`src/rtl/core/stbls_pkg.sv`:
```
// Shared types and constants for the sorted-table search unit.
package stbls_pkg;

	// Fixed field widths of the request and result items.
	localparam int POS_W    = 5;
	localparam int CNT_W    = 6;
	localparam int BCNT_W   = 3;
	localparam int LCNT_W   = 6;
	localparam int M_DATA_W = 16;

	// Request kinds carried on the input tuser.
	localparam logic CMD_LOAD   = 1'b0;
	localparam logic CMD_SEARCH = 1'b1;

	// Sequencer states.
	typedef enum logic [2:0] {
		ST_IDLE,
		ST_BIN_RD,
		ST_BIN_CMP,
		ST_LIN_RD,
		ST_LIN_CMP,
		ST_DONE
	} state_t;

	// Outcome of the shared compare unit for the entry just read.
	typedef struct packed {
		logic eq;
		logic lt;
	} cmp_t;

endpackage

```
`src/rtl/core/sorted_table_binary_linear_search_unit.sv`:
```
// Sorted-table search unit: binary search and linear scan over a loadable table.
//
// Requests arrive on the s_ channel. tuser selects the kind: a load writes
// one table entry at position, a search looks for search_key among the first
// entry_count entries (limited to the table depth). Every request gives one
// result on the m_ channel; loads answer with all fields zero.
// The user writes the entry_count register (cfg_valid/cfg_ready/cfg_data) only
// while no request is in flight; the block does not check this. It resets to 17.
//
// A load goes from acceptance straight to the result state. A search first
// runs the binary probes, then a linear scan from entry 0 that stops at the
// first hit or after the entries in use. Both share the single table read
// port, one read per probe or scan step.
// One request is handled at a time; s_tready is high only when idle.
// The result sits in an output register, so a new request is taken while a
// finished result waits for m_tready. A stalled result holds the sequencer
// in its final state until the output register frees up.
// Reset clears the sequencer and the output valid; table contents are
// undefined until loaded.
module sorted_table_binary_linear_search_unit
	import stbls_pkg::*;
#(
	parameter int TABLE_DEPTH = 32,
	parameter int VALUE_WIDTH = 16,
	localparam int S_DATA_W = ((POS_W + 2 * VALUE_WIDTH + 7) / 8) * 8
) (
	input  logic                clk,
	input  logic                arst_n,
	// Request channel.
	input  logic                s_tvalid,
	output logic                s_tready,
	// s_tdata: position, entry_value, search_key (zero padding on top).
	input  logic [S_DATA_W-1:0] s_tdata,
	// s_tuser: command.
	input  logic                s_tuser,
	// Result channel.
	output logic                m_tvalid,
	input  logic                m_tready,
	// m_tdata: match_position, binary_compares, linear_compares (zero padding on top).
	output logic [M_DATA_W-1:0] m_tdata,
	// m_tuser: found.
	output logic                m_tuser,
	// entry_count register write channel.
	input  logic                cfg_valid,
	output logic                cfg_ready,
	input  logic [CNT_W-1:0]    cfg_data
);

	localparam int AW = $clog2(TABLE_DEPTH);

	state_t state_q, state_d;

	logic [CNT_W-1:0]       entry_count_q;
	logic [CNT_W-1:0]       n_eff;
	logic [VALUE_WIDTH-1:0] key_q;
	logic [CNT_W-1:0]       left_q, left_d;
	logic [CNT_W-1:0]       hi_q, hi_d;
	logic [CNT_W-1:0]       mid_q, mid_d;
	logic [CNT_W:0]         mid_sum;
	logic [BCNT_W-1:0]      bcnt_q, bcnt_d;
	logic [CNT_W-1:0]       lidx_q, lidx_d;
	logic                   is_load_q;

	logic                   res_valid_q;
	logic                   res_found_q;
	logic [CNT_W-1:0]       res_pos_q;
	logic [BCNT_W-1:0]      res_bcnt_q;
	logic [LCNT_W-1:0]      res_lcnt_q;

	logic                   accept;
	logic                   out_free;
	logic                   load_res;
	logic                   rd_en;
	logic [CNT_W-1:0]       rd_idx;
	cmp_t                   cmp;

	logic [POS_W-1:0]       in_pos;
	logic [VALUE_WIDTH-1:0] in_value;
	logic [VALUE_WIDTH-1:0] in_key;

	assign in_pos   = s_tdata[POS_W-1:0];
	assign in_value = s_tdata[POS_W +: VALUE_WIDTH];
	assign in_key   = s_tdata[POS_W + VALUE_WIDTH +: VALUE_WIDTH];

	assign s_tready  = (state_q == ST_IDLE);
	assign accept    = s_tvalid && s_tready;
	assign out_free  = !res_valid_q || m_tready;
	assign cfg_ready = 1'b1;

	// Entry count in use, limited to the table depth.
	always_comb begin
		if (32'(entry_count_q) > 32'(TABLE_DEPTH)) begin
			n_eff = CNT_W'(TABLE_DEPTH);
		end else begin
			n_eff = entry_count_q;
		end
	end

	// Midpoint of the open range [left, hi).
	assign mid_sum = {1'b0, left_q} + {1'b0, hi_q} - {{CNT_W{1'b0}}, 1'b1};
	assign mid_d   = mid_sum[CNT_W:1];

	// Table storage and the shared compare unit.
	stbls_table #(
		.DEPTH (TABLE_DEPTH),
		.WIDTH (VALUE_WIDTH)
	) u_table (
		.clk     (clk),
		.wr_en   (accept && (s_tuser == CMD_LOAD) && (32'(in_pos) < 32'(TABLE_DEPTH))),
		.wr_addr (AW'(in_pos)),
		.wr_data (in_value),
		.rd_en   (rd_en),
		.rd_addr (AW'(rd_idx)),
		.key     (key_q),
		.cmp     (cmp)
	);

	// Sequencer: next state, search registers and table reads.
	always_comb begin
		state_d  = state_q;
		left_d   = left_q;
		hi_d     = hi_q;
		bcnt_d   = bcnt_q;
		lidx_d   = lidx_q;
		rd_en    = 1'b0;
		rd_idx   = mid_d;
		load_res = 1'b0;
		case (state_q)
			ST_IDLE: begin
				if (accept) begin
					left_d = '0;
					hi_d   = n_eff;
					bcnt_d = BCNT_W'(1);
					if (s_tuser == CMD_LOAD) begin
						state_d = ST_DONE;
					end else begin
						state_d = ST_BIN_RD;
					end
				end
			end
			ST_BIN_RD: begin
				if (left_q < hi_q) begin
					rd_en   = 1'b1;
					rd_idx  = mid_d;
					state_d = ST_BIN_CMP;
				end else begin
					state_d = ST_LIN_RD;
				end
			end
			ST_BIN_CMP: begin
				if (cmp.eq) begin
					state_d = ST_LIN_RD;
				end else begin
					if (cmp.lt) begin
						left_d = mid_q + CNT_W'(1);
					end else begin
						hi_d = mid_q;
					end
					bcnt_d  = bcnt_q + BCNT_W'(1);
					state_d = ST_BIN_RD;
				end
			end
			ST_LIN_RD: begin
				rd_en   = 1'b1;
				rd_idx  = '0;
				lidx_d  = '0;
				state_d = ST_LIN_CMP;
			end
			ST_LIN_CMP: begin
				if (lidx_q >= n_eff || cmp.eq) begin
					state_d = ST_DONE;
				end else begin
					lidx_d  = lidx_q + CNT_W'(1);
					rd_en   = 1'b1;
					rd_idx  = lidx_q + CNT_W'(1);
				end
			end
			ST_DONE: begin
				if (out_free) begin
					load_res = 1'b1;
					state_d  = ST_IDLE;
				end
			end
			default: begin
				state_d = ST_IDLE;
			end
		endcase
	end

	// State register.
	always_ff @(posedge clk or negedge arst_n) begin
		if (!arst_n) begin
			state_q <= ST_IDLE;
		end else begin
			state_q <= state_d;
		end
	end

	// Configuration register.
	always_ff @(posedge clk or negedge arst_n) begin
		if (!arst_n) begin
			entry_count_q <= CNT_W'(17);
		end else if (cfg_valid && cfg_ready) begin
			entry_count_q <= cfg_data;
		end
	end

	// Search working registers.
	always_ff @(posedge clk) begin
		left_q <= left_d;
		hi_q   <= hi_d;
		bcnt_q <= bcnt_d;
		lidx_q <= lidx_d;
		if (state_q == ST_BIN_RD) begin
			mid_q <= mid_d;
		end
		if (accept) begin
			key_q     <= in_key;
			is_load_q <= (s_tuser == CMD_LOAD);
		end
	end

	// Output register: valid under reset, payload loaded with each result.
	always_ff @(posedge clk or negedge arst_n) begin
		if (!arst_n) begin
			res_valid_q <= 1'b0;
		end else if (load_res) begin
			res_valid_q <= 1'b1;
		end else if (m_tready) begin
			res_valid_q <= 1'b0;
		end
	end

	always_ff @(posedge clk) begin
		if (load_res) begin
			if (is_load_q) begin
				res_found_q <= 1'b0;
				res_pos_q   <= '0;
				res_bcnt_q  <= '0;
				res_lcnt_q  <= '0;
			end else begin
				res_found_q <= (lidx_q < n_eff);
				res_pos_q   <= lidx_q;
				res_bcnt_q  <= bcnt_q;
				res_lcnt_q  <= LCNT_W'(lidx_q + CNT_W'(1));
			end
		end
	end

	assign m_tvalid = res_valid_q;
	assign m_tuser  = res_found_q;
	assign m_tdata  = M_DATA_W'({res_lcnt_q, res_bcnt_q, res_pos_q});

`ifndef SYNTH
	// The probe always lies inside the open search range.
	assert property (@(posedge clk) disable iff (!arst_n)
		(state_q == ST_BIN_CMP) |-> (mid_q >= left_q && mid_q < hi_q))
		else $error("binary probe outside search range");

	// The linear scan index never goes beyond the entry count in use.
	assert property (@(posedge clk) disable iff (!arst_n)
		(state_q == ST_LIN_CMP) |-> (lidx_q <= n_eff))
		else $error("linear scan index past entry count");

	// A load request goes straight to the result state.
	assert property (@(posedge clk) disable iff (!arst_n)
		(accept && s_tuser == CMD_LOAD) |=> (state_q == ST_DONE))
		else $error("load request did not finish at once");

	// A found result reports one more compare than its position.
	assert property (@(posedge clk) disable iff (!arst_n)
		(m_tvalid && m_tuser) |-> (res_lcnt_q == LCNT_W'(res_pos_q + CNT_W'(1))))
		else $error("linear compare count inconsistent with position");
`endif

endmodule

```
`src/rtl/core/stbls_table.sv`:
```
// Entry table memory with registered read and the shared key compare unit.
module stbls_table
	import stbls_pkg::*;
#(
	parameter int DEPTH = 32,
	parameter int WIDTH = 16,
	localparam int AW = $clog2(DEPTH)
) (
	input  logic             clk,
	input  logic             wr_en,
	input  logic [AW-1:0]    wr_addr,
	input  logic [WIDTH-1:0] wr_data,
	input  logic             rd_en,
	input  logic [AW-1:0]    rd_addr,
	input  logic [WIDTH-1:0] key,
	output cmp_t             cmp
);

	logic [WIDTH-1:0] mem [DEPTH];
	logic [WIDTH-1:0] rd_data_q;

	// One write port and one read port; the read data is registered.
	always_ff @(posedge clk) begin
		if (wr_en) begin
			mem[wr_addr] <= wr_data;
		end
		if (rd_en) begin
			rd_data_q <= mem[rd_addr];
		end
	end

	// Signed compare of the entry read against the key.
	always_comb begin
		cmp.eq = (rd_data_q == key);
		cmp.lt = ($signed(rd_data_q) < $signed(key));
	end

endmodule

```
`config.mk`:
```
export PLATFORM = sky130hd
export DESIGN_NAME = sorted_table_binary_linear_search_unit
export DESIGN_NICKNAME = d
export VERILOG_FILES = /design/src/rtl/core/stbls_pkg.sv /design/src/rtl/core/sorted_table_binary_linear_search_unit.sv /design/src/rtl/core/stbls_table.sv
export SDC_FILE = /design/constraint.sdc
export NUM_CORES = 1
export LEC_CHECK = 0
export BUFFER_PORTS_ARGS = -buffer_cell sky130_fd_sc_hd__buf_4
export CORE_MARGIN = 3
export CORE_UTILIZATION = 50
export DETAILED_ROUTE_END_ITERATION = 10
export PLACE_DENSITY = 0.67
export SLEW_MARGIN = 20
export SYNTH_ARGS = -nofsm -noshare
export SYNTH_HDL_FRONTEND = slang
export SYNTH_HIERARCHICAL = 1
export SYNTH_SLANG_ARGS = --single-unit
```
`constraint.sdc`:
```
create_clock -name clk -period 7.3 [get_ports clk]
set_clock_uncertainty 0.1 [all_clocks]
set_input_delay 0 -clock clk [delete_from_list [all_inputs] [get_ports clk]]
set_output_delay 0 -clock clk [all_outputs]
set_load 0.01 [all_outputs]
```
==> results_dict.tcl <==
set metrics [dict create \
    crit_type "register to register" \
    drive_above_1_share_pct 31.2 \
    cp.required_ps 7530 \
    power.total_w 0.0142 \
    path_max_fanout 49 \
    start_kind "register" \
    gp_congestion 0.783 \
    cts_setup_buffers 0 \
    die_w_um 224 \
    drcViolationCount 0 \
    p_switching_w 0.00483 \
    design_area_sq_um 27800 \
    totalWireLength_um 49200 \
    grt_usage_pct 20.2 \
    switching_share_pct 33.9 \
    syn_avg_cell_area_sq_um 21.2 \
    synth_edf_count 588 \
    finalCritPeriodShare_pct 72.7 \
    h-tree-depth 2 \
    ios 72 \
    crit_arrival_ps 5540 \
    p_per_area_nw_per_um2 513 \
    netlist_area_sq_um 23800 \
    hold_buffers 63 \
    slew_viol_final 0 \
    synthArstFlopShare_pct 1.67 \
    relSlewSlack_pct 34.8 \
    area_growth_pct 16.6 \
    dp_hpwl_um 28100 \
    ant_nets 0 \
    hold_class "primary input to register" \
    post_drt_wl_per_cell_um 25.1 \
    fp.dieH_um 224 \
    synth_area_leaders "edfxtp_1 74%, mux4_2 15%, ha_1 2.1%, mux2_2 0.99%, nor2_1 0.91%" \
    yosysSeqAreaShare_pct 75.3 \
    clk_pin_slew_ps 60 \
    synthCells 1122 \
    setup_viol 0 \
    rows 79 \
    placed_cell_area_sq_um 25300 \
    dr.first_iter.drc_count 1090 \
    grt_pass1_wl_um 73900 \
    yosys.area.top_type_share_pct 74.2 \
    synth_commonest_cells "588 x edfxtp_1, 160 x mux4_2, 58 x nor2_1" \
    antenna_found_initial 3 \
    status "complete, no violations" \
    clk_latency_ps 620 \
    setup_tns_ps 0 \
    yosys_warnings 6 \
    pwr-share-seq_pct 29.9 \
    synth_cell_types 51 \
    p_int_w 0.00940 \
    max-vdd-ir-drop_v 0.000523 \
    rsz0062_at_grt "no" \
    largest_reg_flops 512 \
    top_regs "u_table/mem (512), key_q (16), u_table/rd_data_q (16)" \
    finalCriticalPeriod_ps 5310 \
    cts.path.max_buffers 3 \
    fmax_ghz 0.188 \
    start_util_pct 50.9 \
    numPortBuffers 66 \
    yosysTopAreaCell "edfxtp_1" \
    post-synth-top-count-cell "edfxtp_1" \
    dr.pass1.iters 5 \
    fin_ws_ps 1990 \
    synth_nets 1215 \
    max_cap_violations 0 \
    top_register "u_table/mem" \
    nets 1399 \
    clock_sinks 598 \
    end_kind "register" \
    worst_pin_slew_ps 979 \
    clock_power_share_pct 20.2 \
    cts_tree "done" \
    post-place-ws_ps 1900 \
    core_area_sq_um 46800 \
    avgViaCountPerCell 5.75 \
    numCtsBuffers 59 \
    globalRouteOverflowTotal 0 \
    cts_resized 0 \
    leakagePower_nw 9.15 \
    ys_ff_latch 598 \
    grt_pass1_vias 11600 \
    hold_viol 0 \
    combPwrFrac_pct 49.9 \
    grt_start_max_net_pins 77 \
    cts-root-buf "clkbuf_16" \
    vias 11300 \
    synth_top_flop_cell "edfxtp_1" \
    dieArea_sq_um 50200 \
]
-- worst max-delay path, cell delays in order, from the launching register on --
cell and delay [ps]:
dfrtp_1 380, inv_1 230, nand2_1 220, ha_1 350, nand2_1 40, o21ai_0 310, a2111o_1 610, nand3_1 240
o21ai_4 190, buf_4 810, mux4_2 610, mux4_2 530, mux2_2 350
-- worst paths after layout --
check | start | endpoint | slack [ps] | depth (start not counted)
max | entry_count_q[5] | u_table/rd_data_q[13] | 1990 | 12
min | s_tdata[33] | key_q[12] | 30 | 2
max reg2reg | entry_count_q[5] | u_table/rd_data_q[13] | 1990 | 12
min reg2reg | m_tvalid | m_tvalid | 470 | 2
max in group asynchronous | arst_n | entry_count_q[0] | 6410 | 3
min in group asynchronous | arst_n | state_q[1] | 330 | 3
-- placed cells by master, fill, tap and decap left out, types with 4 or more instances in the layout --
master         count
edfxtp_1         588
mux4_2           160
buf_4            106
dlygate4sd3_1     63
clkbuf_16         59
inv_1             44
ha_1              40
nor2_2            34
nand2_1           27
nor2_1            25
mux2_2            21
a21oi_1           17
nor2b_1           12
clkbuf_1          12
nand3_1           11
clkinv_1          10
o21ai_0            9
clkinv_2           8
dfrtp_1            8
xnor2_1            7
nand3b_1           7
xor2_1             6
nand2b_1           6
a21o_1             4
o21ai_4            4
nor3_1             4
clkinvlp_4         4
clkbuf_8           4
-- kinds of logic (layout without fill, tap and decap cells) --
kind of cell | Yosys count | after routing | synth area share (%)
fa+ha+maj | 41 | 41 | 2.19
xor+xnor | 13 | 13 | 0.478
buf+inv | 91 | 320 | 1.65
flops | 598 | 598 | 75.3
compound gates | 47 | 47 | 1.22
simple gates | 148 | 148 | 3.00
other cells | 2 | 3 | 0.0316
mux | 182 | 182 | 16.2
-- through the flow --
step                      cells  utilization (%)  hold WS [ps]
final                      1959             59.4          28.7
after global routing       1959             59.4          3.21
after CTS                  1958             59.4        0.0475
after detailed placement   1789             54.1          -262
after global placement     1789             54.1          -264
after floorplan            1122                -          -396
-- power groups by stage --
stage	clock, W	sequential, W	combinational (W)
after floorplan	0	0.00429	0.00528
after global placement	0	0.00432	0.00713
after detailed placement	0	0.00432	0.00717
after CTS	0.00294	0.00425	0.00726
after global routing	0.00309	0.00427	0.00767
final	0.00288	0.00425	0.00710
-- metal layers --
layer  up-vias  global-route usage [%]  part of all wire (%)
met5         -                       0                     0
met4         0                    5.51                   2.5
met3        78                    3.34                   6.1
met2       320                    32.9                    49
met1      5918                    28.9                    42
li1       4956                       -                     -
-- area by class of cell --
type                            instances  area, sq um
Fill cell                            3358        19000
Sequential cell                       598        17900
Multi-Input combinational cell        433         5630
Clock buffer                           75         1580
Timing Repair Buffer                  170         1450
Tap cell                              607          759
Clock inverter                         31          262
Inverter                               44          165
Antenna cell                            1         2.50
Note: power is estimated with default switching activity, not from simulation.
